File: config.mk
export PLATFORM = sky130hd
export DESIGN_NAME = json_key_value_extractor
export DESIGN_NICKNAME = d
export VERILOG_FILES = /design/src/rtl/jkv_pkg.sv /design/src/rtl/jkv_parser.sv /design/src/rtl/json_key_value_extractor.sv
export SDC_FILE = /design/constraint.sdc
export NUM_CORES = 2
export LEC_CHECK = 0
export ABC_AREA = 0
export BUFFER_PORTS_ARGS = -buffer_cell sky130_fd_sc_hd__buf_2
export CAP_MARGIN = 0
export CORE_UTILIZATION = 40
export CTS_BUF_LIST = sky130_fd_sc_hd__clkbuf_4
export CTS_CLUSTER_DIAMETER = 200
export DETAILED_ROUTE_END_ITERATION = 16
export GPL_ROUTABILITY_DRIVEN = 0
export PLACE_DENSITY_LB_ADDON = 0.05
export SYNTH_ARGS = -nofsm -noshare
export SYNTH_HDL_FRONTEND = slang
export SYNTH_HIERARCHICAL = 1
export SYNTH_SLANG_ARGS = --single-unit
File: constraint.sdc
create_clock -name clk -period 26.1 [get_ports clk]
set_clock_uncertainty 0.1 [all_clocks]
set_input_delay 1.305 -clock clk [delete_from_list [all_inputs] [get_ports clk]]
set_output_delay 1.305 -clock clk [all_outputs]
set_load 0.01 [all_outputs]
File: src/rtl/jkv_pkg.sv
// Shared types and constants for the JSON key/value extractor.
// Used by jkv_parser and json_key_value_extractor; no dependencies.
`timescale 1ns / 1ps

package jkv_pkg;

    localparam int MAX_KEY_BYTES = 8;
    localparam int WIN           = MAX_KEY_BYTES + 2;
    localparam int KLEN_W        = 4;
    localparam int DATA_W        = 112;
    localparam int QDEPTH        = 4;
    localparam int QPTR_W        = $clog2(QDEPTH);
    localparam int QCNT_W        = $clog2(QDEPTH + 1);

    // configuration register indexes
    localparam logic [1:0] CFG_KEY_BYTES  = 2'd0;
    localparam logic [1:0] CFG_KEY_LENGTH = 2'd1;
    localparam logic [1:0] CFG_VALUE_KIND = 2'd2;
    localparam logic [1:0] CFG_CAPACITY   = 2'd3;

    // value kinds
    localparam logic [1:0] KIND_STRICT = 2'd0;
    localparam logic [1:0] KIND_TRUNC  = 2'd1;
    localparam logic [1:0] KIND_INT    = 2'd2;
    localparam logic [1:0] KIND_BOOL   = 2'd3;

    // status codes
    localparam logic [2:0] ST_OK      = 3'd0;
    localparam logic [2:0] ST_ABSENT  = 3'd1;
    localparam logic [2:0] ST_BAD     = 3'd2;
    localparam logic [2:0] ST_ESCAPE  = 3'd3;
    localparam logic [2:0] ST_TOOLONG = 3'd4;
    localparam logic [2:0] ST_UNTERM  = 3'd5;

    // item kinds
    localparam logic ITEM_CHAR   = 1'b0;
    localparam logic ITEM_STATUS = 1'b1;

    // characters
    localparam logic [7:0] CH_QUOTE  = 8'h22;
    localparam logic [7:0] CH_COLON  = 8'h3A;
    localparam logic [7:0] CH_BSLASH = 8'h5C;
    localparam logic [7:0] CH_COMMA  = 8'h2C;
    localparam logic [7:0] CH_RBRACE = 8'h7D;
    localparam logic [7:0] CH_SPACE  = 8'h20;
    localparam logic [7:0] CH_TAB    = 8'h09;
    localparam logic [7:0] CH_CR     = 8'h0D;
    localparam logic [7:0] CH_LF     = 8'h0A;
    localparam logic [7:0] CH_MINUS  = 8'h2D;
    localparam logic [7:0] CH_ZERO   = 8'h30;
    localparam logic [7:0] CH_NINE   = 8'h39;
    localparam logic [7:0] CH_T      = 8'h74;
    localparam logic [7:0] CH_F      = 8'h66;

    typedef struct packed {
        logic               item_kind;
        logic [7:0]         char_value;
        logic [15:0]        char_position;
        logic [2:0]         status;
        logic signed [63:0] number_value;
        logic               truth_value;
        logic [15:0]        text_length;
        logic               overflowed;
    } result_t;

    // results caused by one accepted byte: an optional character, then an optional status
    typedef struct packed {
        logic    chr_vld;
        logic    stat_vld;
        result_t chr;
        result_t stat;
    } step_out_t;

    function automatic logic [DATA_W-1:0] pack_result(input result_t r);
        pack_result = {3'b000, r.overflowed, r.text_length, r.truth_value,
                       r.number_value, r.status, r.char_position, r.char_value};
    endfunction

endpackage

File: src/rtl/jkv_parser.sv
// Key search, value parse and per-object state for the JSON extractor.
// Depends on jkv_pkg; one byte is consumed per accepted transaction.
`timescale 1ns / 1ps

module jkv_parser
(
    input  logic                   clk,
    input  logic                   rst_n,
    input  logic                   cfg_we,
    input  logic [1:0]             cfg_index,
    input  logic [63:0]            cfg_data,
    input  logic                   in_valid,
    input  logic [7:0]             in_byte,
    input  logic                   in_last,
    output jkv_pkg::step_out_t     res
);

    typedef enum logic [3:0] {
        PH_SEARCH,
        PH_COLON,
        PH_VALUE,
        PH_STR,
        PH_INT_FIRST,
        PH_INT,
        PH_LIT,
        PH_LIT_DONE,
        PH_DONE
    } phase_t;

    // configuration
    logic [63:0]                 key_reg;
    logic [jkv_pkg::KLEN_W-1:0]  klen_reg;
    logic [1:0]                  kind_reg;
    logic [15:0]                 cap_reg;

    // per-object state
    logic [7:0]  win_reg  [jkv_pkg::WIN];
    logic [7:0]  win_next [jkv_pkg::WIN];
    phase_t      phase_reg, phase_next;
    logic [15:0] cnt_reg, cnt_next;
    logic [63:0] acc_reg, acc_next;
    logic        neg_reg, neg_next;
    logic [2:0]  lpos_reg, lpos_next;
    logic [2:0]  held_reg, held_next;
    logic        ovf_reg, ovf_next;
    logic        ltrue_reg, ltrue_next;

    logic [7:0]                   b;
    logic                         b_ws, b_delim, b_digit;
    logic [jkv_pkg::KLEN_W-1:0]   kl;
    logic                         hit [jkv_pkg::MAX_KEY_BYTES+1];
    logic                         key_hit;
    logic [67:0]                  acc_x10;
    logic [2:0]                   lit_len;
    logic [7:0]                   lit_char;
    logic [16:0]                  cnt_inc;
    logic [2:0]                   fin_st;

    function automatic logic [7:0] word_char(input logic is_true, input logic [2:0] pos);
        logic [7:0] c;
        c = 8'h00;
        if (is_true) begin
            case (pos[1:0])
                2'd0:    c = "t";
                2'd1:    c = "r";
                2'd2:    c = "u";
                default: c = "e";
            endcase
        end
        else begin
            case (pos)
                3'd0:    c = "f";
                3'd1:    c = "a";
                3'd2:    c = "l";
                3'd3:    c = "s";
                3'd4:    c = "e";
                default: c = 8'h00;
            endcase
        end
        return c;
    endfunction

    assign b       = in_byte;
    assign b_ws    = (b == jkv_pkg::CH_SPACE) || (b == jkv_pkg::CH_TAB) ||
                     (b == jkv_pkg::CH_CR) || (b == jkv_pkg::CH_LF);
    assign b_delim = b_ws || (b == jkv_pkg::CH_COMMA) || (b == jkv_pkg::CH_RBRACE);
    assign b_digit = (b >= jkv_pkg::CH_ZERO) && (b <= jkv_pkg::CH_NINE);
    assign kl      = (klen_reg > jkv_pkg::KLEN_W'(jkv_pkg::MAX_KEY_BYTES)) ?
                     jkv_pkg::KLEN_W'(jkv_pkg::MAX_KEY_BYTES) : klen_reg;
    // acc * 10 + digit, four guard bits catch magnitude overflow
    assign acc_x10 = {1'b0, acc_reg, 3'b000} + {3'b000, acc_reg, 1'b0} + {64'd0, b[3:0]};
    assign lit_len = ltrue_reg ? 3'd4 : 3'd5;
    assign lit_char = word_char(ltrue_reg, lpos_reg);
    assign cnt_inc = {1'b0, cnt_reg} + 17'd1;

    // shifted window and key compare at every key length
    always_comb
    begin
        for (int j = 0; j < jkv_pkg::WIN - 1; j++)
        begin
            win_next[j] = win_reg[j+1];
        end
        win_next[jkv_pkg::WIN-1] = b;
        for (int k = 0; k <= jkv_pkg::MAX_KEY_BYTES; k++)
        begin
            hit[k] = (win_next[jkv_pkg::WIN-1] == jkv_pkg::CH_QUOTE) &&
                     (win_next[jkv_pkg::WIN-2-k] == jkv_pkg::CH_QUOTE);
            for (int i = 0; i < k; i++)
            begin
                if (win_next[jkv_pkg::WIN-1-k+i] != key_reg[8*i +: 8])
                begin
                    hit[k] = 1'b0;
                end
            end
        end
    end

    assign key_hit = hit[kl];

    always_comb
    begin
        phase_next = phase_reg;
        cnt_next   = cnt_reg;
        acc_next   = acc_reg;
        neg_next   = neg_reg;
        lpos_next  = lpos_reg;
        held_next  = held_reg;
        ovf_next   = ovf_reg;
        ltrue_next = ltrue_reg;
        res        = '0;
        fin_st     = jkv_pkg::ST_OK;

        unique case (phase_reg)
            PH_SEARCH:
            begin
                if (key_hit)
                begin
                    phase_next = PH_COLON;
                end
            end
            PH_COLON:
            begin
                if (b == jkv_pkg::CH_COLON)
                begin
                    phase_next = PH_VALUE;
                end
                else if (!b_ws)
                begin
                    phase_next = key_hit ? PH_COLON : PH_SEARCH;
                end
            end
            PH_VALUE:
            begin
                if (!b_ws)
                begin
                    case (kind_reg) inside
                        jkv_pkg::KIND_STRICT, jkv_pkg::KIND_TRUNC:
                        begin
                            if (b != jkv_pkg::CH_QUOTE || cap_reg == 16'd0)
                            begin
                                held_next  = jkv_pkg::ST_BAD;
                                phase_next = PH_DONE;
                            end
                            else
                            begin
                                phase_next = PH_STR;
                            end
                        end
                        jkv_pkg::KIND_INT:
                        begin
                            if (b == jkv_pkg::CH_MINUS)
                            begin
                                neg_next   = 1'b1;
                                phase_next = PH_INT_FIRST;
                            end
                            else if (b_digit)
                            begin
                                acc_next   = {60'd0, b[3:0]};
                                phase_next = PH_INT;
                            end
                            else
                            begin
                                held_next  = jkv_pkg::ST_BAD;
                                phase_next = PH_DONE;
                            end
                        end
                        default:
                        begin
                            if (b == jkv_pkg::CH_T || b == jkv_pkg::CH_F)
                            begin
                                ltrue_next = (b == jkv_pkg::CH_T);
                                lpos_next  = 3'd1;
                                phase_next = PH_LIT;
                            end
                            else
                            begin
                                held_next  = jkv_pkg::ST_BAD;
                                phase_next = PH_DONE;
                            end
                        end
                    endcase
                end
            end
            PH_STR:
            begin
                if (b == jkv_pkg::CH_QUOTE)
                begin
                    held_next  = jkv_pkg::ST_OK;
                    phase_next = PH_DONE;
                end
                else if (b == jkv_pkg::CH_BSLASH)
                begin
                    held_next  = jkv_pkg::ST_ESCAPE;
                    phase_next = PH_DONE;
                end
                else if (cnt_inc >= {1'b0, cap_reg})
                begin
                    // buffer full: truncating mode drops the character
                    if (kind_reg != jkv_pkg::KIND_TRUNC)
                    begin
                        held_next  = jkv_pkg::ST_TOOLONG;
                        phase_next = PH_DONE;
                    end
                end
                else
                begin
                    res.chr_vld           = 1'b1;
                    res.chr.item_kind     = jkv_pkg::ITEM_CHAR;
                    res.chr.char_value    = b;
                    res.chr.char_position = cnt_reg;
                    cnt_next              = cnt_inc[15:0];
                end
            end
            PH_INT_FIRST, PH_INT:
            begin
                if (b_digit)
                begin
                    acc_next   = acc_x10[63:0];
                    ovf_next   = ovf_reg | (acc_x10[67:64] != 4'd0);
                    phase_next = PH_INT;
                end
                else
                begin
                    held_next  = (phase_reg == PH_INT && b_delim) ? jkv_pkg::ST_OK :
                                                                   jkv_pkg::ST_BAD;
                    phase_next = PH_DONE;
                end
            end
            PH_LIT:
            begin
                if (lpos_reg < lit_len && b == lit_char)
                begin
                    lpos_next = lpos_reg + 3'd1;
                    if (lpos_next >= lit_len)
                    begin
                        phase_next = PH_LIT_DONE;
                    end
                end
                else
                begin
                    held_next  = jkv_pkg::ST_BAD;
                    phase_next = PH_DONE;
                end
            end
            PH_LIT_DONE:
            begin
                held_next  = b_delim ? jkv_pkg::ST_OK : jkv_pkg::ST_BAD;
                phase_next = PH_DONE;
            end
            default:
            begin
            end
        endcase

        if (in_last)
        begin
            case (phase_next) inside
                PH_SEARCH, PH_COLON, PH_VALUE: fin_st = jkv_pkg::ST_ABSENT;
                PH_STR:                        fin_st = jkv_pkg::ST_UNTERM;
                PH_INT_FIRST, PH_LIT:          fin_st = jkv_pkg::ST_BAD;
                PH_INT, PH_LIT_DONE:           fin_st = jkv_pkg::ST_OK;
                default:                       fin_st = held_next;
            endcase
            res.stat_vld       = 1'b1;
            res.stat.item_kind = jkv_pkg::ITEM_STATUS;
            res.stat.status    = fin_st;
            if (kind_reg == jkv_pkg::KIND_INT && fin_st == jkv_pkg::ST_OK)
            begin
                res.stat.number_value = neg_next ? (64'sd0 - $signed(acc_next)) :
                                                   $signed(acc_next);
                res.stat.overflowed   = ovf_next;
            end
            if (kind_reg == jkv_pkg::KIND_BOOL && fin_st == jkv_pkg::ST_OK)
            begin
                res.stat.truth_value = ltrue_next;
            end
            if (kind_reg == jkv_pkg::KIND_STRICT || kind_reg == jkv_pkg::KIND_TRUNC)
            begin
                res.stat.text_length = cnt_next;
            end
        end
    end

    always_ff @(posedge clk or negedge rst_n)
    begin
        if (!rst_n)
        begin
            key_reg  <= '0;
            klen_reg <= '0;
            kind_reg <= jkv_pkg::KIND_STRICT;
            cap_reg  <= 16'd256;
        end
        else if (cfg_we)
        begin
            unique case (cfg_index)
                jkv_pkg::CFG_KEY_BYTES:  key_reg  <= cfg_data;
                jkv_pkg::CFG_KEY_LENGTH: klen_reg <= cfg_data[jkv_pkg::KLEN_W-1:0];
                jkv_pkg::CFG_VALUE_KIND: kind_reg <= cfg_data[1:0];
                jkv_pkg::CFG_CAPACITY:   cap_reg  <= cfg_data[15:0];
                default:                 ;
            endcase
        end
    end

    always_ff @(posedge clk or negedge rst_n)
    begin
        if (!rst_n)
        begin
            for (int j = 0; j < jkv_pkg::WIN; j++)
            begin
                win_reg[j] <= 8'h00;
            end
            phase_reg <= PH_SEARCH;
            cnt_reg   <= '0;
            acc_reg   <= '0;
            neg_reg   <= 1'b0;
            lpos_reg  <= '0;
            held_reg  <= jkv_pkg::ST_OK;
            ovf_reg   <= 1'b0;
            ltrue_reg <= 1'b0;
        end
        else if (in_valid)
        begin
            if (in_last)
            begin
                // object done: drop all per-object state
                for (int j = 0; j < jkv_pkg::WIN; j++)
                begin
                    win_reg[j] <= 8'h00;
                end
                phase_reg <= PH_SEARCH;
                cnt_reg   <= '0;
                acc_reg   <= '0;
                neg_reg   <= 1'b0;
                lpos_reg  <= '0;
                held_reg  <= jkv_pkg::ST_OK;
                ovf_reg   <= 1'b0;
                ltrue_reg <= 1'b0;
            end
            else
            begin
                for (int j = 0; j < jkv_pkg::WIN; j++)
                begin
                    win_reg[j] <= win_next[j];
                end
                phase_reg <= phase_next;
                cnt_reg   <= cnt_next;
                acc_reg   <= acc_next;
                neg_reg   <= neg_next;
                lpos_reg  <= lpos_next;
                held_reg  <= held_next;
                ovf_reg   <= ovf_next;
                ltrue_reg <= ltrue_next;
            end
        end
    end

endmodule

File: src/rtl/json_key_value_extractor.sv
// A byte's results are written into the output queue at its accepting edge. Throughput:
// one byte per cycle while s_tready is high; a byte with two results (last string
// character plus status) fills two queue entries, and s_tready drops while the 4-entry
// output queue has fewer than two free slots. Reset: configuration to its reset values,
// parser state cleared, queue empty; no clearing pass, ready right after reset.
// Top level: stream ports, jkv_parser and the output queue; depends on jkv_pkg.
`timescale 1ns / 1ps

module json_key_value_extractor
(
    input  logic                        clk,
    input  logic                        rst_n,
    input  logic                        cfg_we,
    input  logic [1:0]                  cfg_index,
    input  logic [63:0]                 cfg_data,
    input  logic                        s_tvalid,
    output logic                        s_tready,
    input  logic [7:0]                  s_tdata,   // text_byte
    input  logic                        s_tlast,   // object_end
    output logic                        m_tvalid,
    input  logic                        m_tready,
    // char_value, char_position, status, number_value, truth_value, text_length,
    // overflowed, zero pad
    output logic [jkv_pkg::DATA_W-1:0]  m_tdata,
    output logic [0:0]                  m_tuser    // item_kind
);

    jkv_pkg::step_out_t               step;
    logic                             accept;
    logic                             push0, push1, pop;
    jkv_pkg::result_t                 entry0;
    jkv_pkg::result_t                 q_mem [jkv_pkg::QDEPTH];
    logic [jkv_pkg::QPTR_W-1:0]       wr_ptr_reg, wr_ptr_next;
    logic [jkv_pkg::QPTR_W-1:0]       rd_ptr_reg, rd_ptr_next;
    logic [jkv_pkg::QCNT_W-1:0]       cnt_reg, cnt_next;
    jkv_pkg::result_t                 head;

    assign accept = s_tvalid && s_tready;

    jkv_parser u_parser
    (
        .clk       (clk),
        .rst_n     (rst_n),
        .cfg_we    (cfg_we),
        .cfg_index (cfg_index),
        .cfg_data  (cfg_data),
        .in_valid  (accept),
        .in_byte   (s_tdata),
        .in_last   (s_tlast),
        .res       (step)
    );

    assign push0  = accept && (step.chr_vld || step.stat_vld);
    assign push1  = accept && step.chr_vld && step.stat_vld;
    assign entry0 = step.chr_vld ? step.chr : step.stat;
    assign pop    = m_tvalid && m_tready;

    assign s_tready = (cnt_reg <= jkv_pkg::QCNT_W'(jkv_pkg::QDEPTH - 2));
    assign m_tvalid = (cnt_reg != '0);
    assign head     = q_mem[rd_ptr_reg];
    assign m_tdata  = jkv_pkg::pack_result(head);
    assign m_tuser  = head.item_kind;

    always_comb
    begin
        wr_ptr_next = wr_ptr_reg + jkv_pkg::QPTR_W'(push0) + jkv_pkg::QPTR_W'(push1);
        rd_ptr_next = rd_ptr_reg + jkv_pkg::QPTR_W'(pop);
        cnt_next    = cnt_reg + jkv_pkg::QCNT_W'(push0) + jkv_pkg::QCNT_W'(push1)
                      - jkv_pkg::QCNT_W'(pop);
    end

    always_ff @(posedge clk or negedge rst_n)
    begin
        if (!rst_n)
        begin
            wr_ptr_reg <= '0;
            rd_ptr_reg <= '0;
            cnt_reg    <= '0;
        end
        else
        begin
            wr_ptr_reg <= wr_ptr_next;
            rd_ptr_reg <= rd_ptr_next;
            cnt_reg    <= cnt_next;
        end
    end

    // queue payload, no reset
    always_ff @(posedge clk)
    begin
        if (push0)
        begin
            q_mem[wr_ptr_reg] <= entry0;
        end
        if (push1)
        begin
            q_mem[wr_ptr_reg + jkv_pkg::QPTR_W'(1)] <= step.stat;
        end
    end

endmodule
* Yosys cells after proc, flatten, opt, wreduce, memory -nomap -nowiden *
Memories as Yosys holds them, arrays and structs flattened.
Index checks and enable logic that the tools add are counted.

word-level totals
  input port bits = 80
  RAM bits = 440
  memories = 1
  output and inout bits = 115
  logic and storage cells = 328
  flip-flop bits (word level) = 258

memory list
  memory  depth  bits a word  rd ports  clocked after memory_dff  wr ports  RTL line                        source
  q_mem   4      110          1         0                         2         json_key_value_extractor.sv:32  jkv_pkg::result_t q_mem [jkv_pkg::QDEPTH];

cells by class
  eq/ne operators = 91
  add/subtract/negate cells = 12
  mux-type cells = 141
  order comparisons = 8
  reduce and logical (&&, ||, !) cells = 49
  bitwise operators = 2

operator list
  kind                     number
  $mux W64                 9
  $ne A8 B8 Y1             36
  $pmux W64 S2             1
  $eq A8 B6 Y1 const B     14
  $mux W110                1
  $mux W16                 6
  $mux W85                 1
  $mux W25                 3
  $mux W3                  25
  $mux W4                  18
  $mux W72                 1
  $add A67 B65 Y68         1
  $add A68 B4 Y68          1
  $mux W1                  66
  $sub A1 B64 Y64 const A  1
  $pmux W7 S5              1
  $eq A4 B3 Y1 const B     8
  $eq A8 B7 Y1 const B     4
  $pmux W4 S7              1
  $eq A8 B4 Y1 const B     3
  $mux W24                 1
  $logic_and A1 B1 Y1      19
  $add A16 B1 Y17 const B  1
  $ge A17 B16 Y1           1
  other kinds (43)         80

* Logic depth before layout (Yosys ltp) *
  word-level depth = 29
  depth in mapped cells = 28
  gate-level depth less buffers = 25

* Cells and area by module *
The synthesis kept the hierarchy.

modules (own cells, without submodules)
  module                    area an instance (µm²)  sequential area each (µm²)  instances  cells an instance
  json_key_value_extractor  25612.1                 13387.8                     1          2057
  jkv_parser                24725.0                 6282.3                      1          2987

* Least setup slack after synthesis *
Ideal clock, no wire load.

  path kind = reg2reg
  start point = register u_parser.cnt_reg[2]
  end point = memory q_mem[1][0] (netlist name), enable pin
  path buffers = 3
  data required time = 25.264 ns
  period minus slack after synthesis = 12.608 ns
  setup slack = 13.492 ns
  cell stages (with the launch flop) = 22
  arrival time = 11.772 ns
  library setup time = 0.736 ns
  path through = dfrtp_1 > clkbuf_1 > and3_1 > and3_1 > and3_1 > and3_1 > and3_1 > and3_1 > nand3_1 > xnor2_1 > ha_1 > nand4_1 > nor3_1 > a21oi_1 > o21ai_0 > a21oi_1 > o31ai_1 > nor2_1 > clkbuf_1 > clkbuf_1 > maj3_1 > nor3b_1

RTL lines
  item                    RTL line                        source
  from (decl)             jkv_parser.sv:40                logic [15:0] cnt_reg, cnt_next;
  from (signal assigned)  jkv_parser.sv:367               cnt_reg <= cnt_next;
  to (decl)               json_key_value_extractor.sv:32

==> flow_metrics.env <==
export IMPL_drc_errors=0
export IMPL_synthArstFlopShare_pct=36.96
export IMPL_syn_inst=5044
export IMPL_ys_ff_latch=698
export IMPL_final_nets=5273
export IMPL_layout_min_cycle_time_ns=7.010
export IMPL_finalInstanceArea_um2=54230
export IMPL_hold_class="input pin to flop"
export IMPL_met3_usage_pct=4.276
export IMPL_cts_made_buffers=205
export IMPL_core_area_um2=124300
export IMPL_setup_viol=0
export IMPL_ys_warn_count=6
export IMPL_synthTopCellsByArea="edfxtp_1, dfrtp_1, o221ai_1, mux4_2, nand2_1"
export IMPL_rsz0062_at_grt="false"
export IMPL_placed_cell_area_um2=51490
export IMPL_io_buffers=191
export IMPL_area_delta_synth_final_pct=7.735
export IMPL_clockRootBuffer="clkbuf_4"
export IMPL_drt_first_iter_violations=3654
export IMPL_clock_path_buffers=3
export IMPL_leakage_uw=0.02002
export IMPL_post_cts_buffers=0
export IMPL_clk_pin_slew_worst_paths_ns=0.06
export IMPL_vdd_drop_max_mv=0.06337
export IMPL_worstMarginPinSlew_ns=1.186
export IMPL_synth_seq_area_share_pct=39.08
export IMPL_avgViaCountPerCell=6.158
export IMPL_p_per_area_nw_per_um2=76.38
export IMPL_fin_crit_sh_pct=26.86
export IMPL_die_h_um=356.7
export IMPL_top_usage_layer="met2"
export IMPL_vias=42100
export IMPL_drv_slew=0
export IMPL_status="finished clean"
export IMPL_dieWidth_um=356.7
export IMPL_cts_sink_count=698
export IMPL_maxSlewHeadroom_pct=20.24
export IMPL_regMostFlops="q_mem"
export IMPL_drive_gt1_share_pct=18.62
export IMPL_use_met2_pct=41.23
export IMPL_clk_latency_ns=1.24
export IMPL_ys_types=126
export IMPL_syn_avg_cell_area_um2=9.980
export IMPL_grt_pass1_vias=40860
export IMPL_cts_hold_buf=1
export IMPL_startpoint="u_parser/cnt_reg[0]$_DFFE_PN0P_"
export IMPL_startpoint_type="flop"
export IMPL_crit_arrival_ns=7.69
export IMPL_drv_cap=0
export IMPL_antenna_found_initial=10
export IMPL_htree_levels=4
export IMPL_fill_cells=12110
export IMPL_start_util_pct=40.50
export IMPL_wl_um=174700
export IMPL_grtUsageMet1_pct=39.12
export IMPL_hold_path_startpoint="cfg_data[43]"
export IMPL_worst_path_max_fanout=186
export IMPL_rows=129
export IMPL_synth_top_cell_area_share_pct=26.25
export IMPL_synth_flop_cell="edfxtp_1"
export IMPL_synth_area_um2=50340
export IMPL_cts_tree="done"
export IMPL_synth_edf_count=440
export IMPL_path_class="flop to flop"
export IMPL_r2r_start="u_parser/cnt_reg[0]$_DFFE_PN0P_"
export IMPL_dieArea_um2=127300
export IMPL_cts_resized=0
export IMPL_drt_first_pass_iters=6
export IMPL_crit_required_ns=26.78
export IMPL_largest_register_ffs=440
export IMPL_grt_util_all_layers_pct=27.14
export IMPL_wl_per_cell_um=25.55
export IMPL_hold_viol=0
export IMPL_post_dp_hpwl_um=114900
export IMPL_synth_top_area_cell="edfxtp_1"
export IMPL_ant_nets=0
export IMPL_grt_max_degree=187
export IMPL_io_pins=195
export IMPL_totalNegativeSetupSlack_ns=0
export IMPL_max_clock_freq_mhz=142.7
export IMPL_end_kind="flop"
export IMPL_grt_pass1_wl_um=262400
export IMPL_grt_overflow=0
per-stage QoR:
stage	setup slack (ns)	total power, uW	std cells	hold WS [ns]	util [%]
finish	19.09	4142	6836	0.2042	43.64
global route	18.66	4354	6835	0.09709	43.63
detailed placement	18.35	3048	6460	0.4000	41.43
CTS	19.06	4172	6826	0.05411	43.62
floorplan	13.49	2519	5155	0.3396	-
global placement	18.47	3043	6460	0.3941	41.43
worst max-delay path, cell delays in order (launching register included):
cell	delay (ns)
dfrtp_1	0.47
and3_1	0.25
and3_1	0.23
and3_1	0.22
and3_1	0.24
and3_1	0.24
and3_1	0.24
nand3_1	0.14
xnor2_1	0.31
ha_1	0.32
nand4_1	0.12
nor3_1	0.05
a21oi_1	0.14
o21ai_0	0.10
a21oi_1	0.12
o31ai_1	0.08
buf_4	0.18
nor2_4	0.18
buf_12	0.56
o21ai_0	0.34
a21oi_4	0.60
buf_4	0.39
buf_4	0.77
kinds of logic (layout without fill, tap and decap cells):
group / count (synthesis) / in the layout / share of synthesized area [%]
multiplexers: 199 / 199 / 6.888
XOR/XNOR: 371 / 371 / 6.455
AND/OR/NAND/NOR: 1710 / 1710 / 17.31
buffers and inverters: 700 / 734 / 6.798
other: 2 / 123 / 0.01492
AO/OA/AOI/OAI: 1201 / 1201 / 19.34
flip-flops: 698 / 698 / 39.08
adder cells (fa/ha/maj): 163 / 163 / 4.121
cells in the final DEF, fill, tap and decap left out, types with 49 or more instances in the layout:
cell type	n
buf_2	189
clkbuf_4	317
o221ai_2	100
ha_1	157
conb_1	113
nor2b_1	123
xor2_1	200
mux2_2	79
nand2b_1	127
buf_4	64
mux4_2	110
o21ai_0	174
nand3_1	273
inv_1	107
nand2_1	540
o31ai_1	49
nor2_1	213
nand4_1	89
a21oi_1	128
dfrtp_1	254
nor4_1	74
xnor2_1	171
o221ai_1	345
edfxtp_1	440
o2bb2ai_1	55
cell usage after synthesis, drive strengths merged, types with 8 or more instances:
cell type / number
a211oi: 26
nand3: 275
xnor2: 171
nand4: 90
a22oi: 22
a2111oi: 11
a22o: 25
a32oi: 16
a21o: 34
mux2i: 10
o2111ai: 11
o21ai: 191
o211ai: 12
and2: 49
a21boi: 11
dfrtp: 257
xor2: 200
a21oi: 137
nor3: 44
nor2b: 124
inv: 108
mux4: 110
o22ai: 21
o221ai: 445
ha: 157
edfxtp: 440
o21a: 22
nor4: 77
or3: 34
o31ai: 49
a31oi: 31
or2: 9
nand3b: 39
and4: 8
o2bb2ai: 55
nor2: 216
mux2: 79
clkbuf: 299
buf: 292
a221oi: 10
nand2b: 129
and3: 28
nand2: 542
final timing paths:
path                                                     end  slack, ns  cells after the start
max                                   q_mem[2][40]$_DFFE_PP_      19.09                     22
min                         u_parser/key_reg[43]$_DFFE_PN0P_       0.20                      3
max reg2reg                           q_mem[2][40]$_DFFE_PP_      19.09                     22
min reg2reg                u_parser/win_next[77]$_DFFE_PN0P_       0.41                      2
max in group asynchronous  u_parser/win_next[16]$_DFFE_PN0P_      23.98                      3
min in group asynchronous   u_parser/acc_reg[46]$_DFFE_PN0P_       0.61                      2
layout make-up:
type | count | area, um2 | share of cell area (%)
repair buffers | 260 | 1551 | 2.861
inverters | 109 | 412.9 | 0.7614
well taps | 1637 | 2048 | 3.777
clock inverters | 48 | 322.8 | 0.5953
clock buffers | 317 | 2380 | 4.388
diodes | 10 | 25.02 | 0.04614
flip-flops and latches | 698 | 19680 | 36.29
multi-input cells | 3757 | 27810 | 51.28
power breakdown:
group	switching (uW)	total, uW	internal, uW
clock	520	1110	587
combinational	935	1450	515
sequential	282	1580	1300
per-layer routing:
| metal | up-vias | share of wire [%] |
|---|---|---|
| met5 | - | 0.026 |
| met4 | 8 | 2.9 |
| met3 | 346 | 6.5 |
| met2 | 1655 | 44 |
| met1 | 20980 | 46 |
| li1 | 19110 | - |
Note: power is estimated with default switching activity, not from simulation.
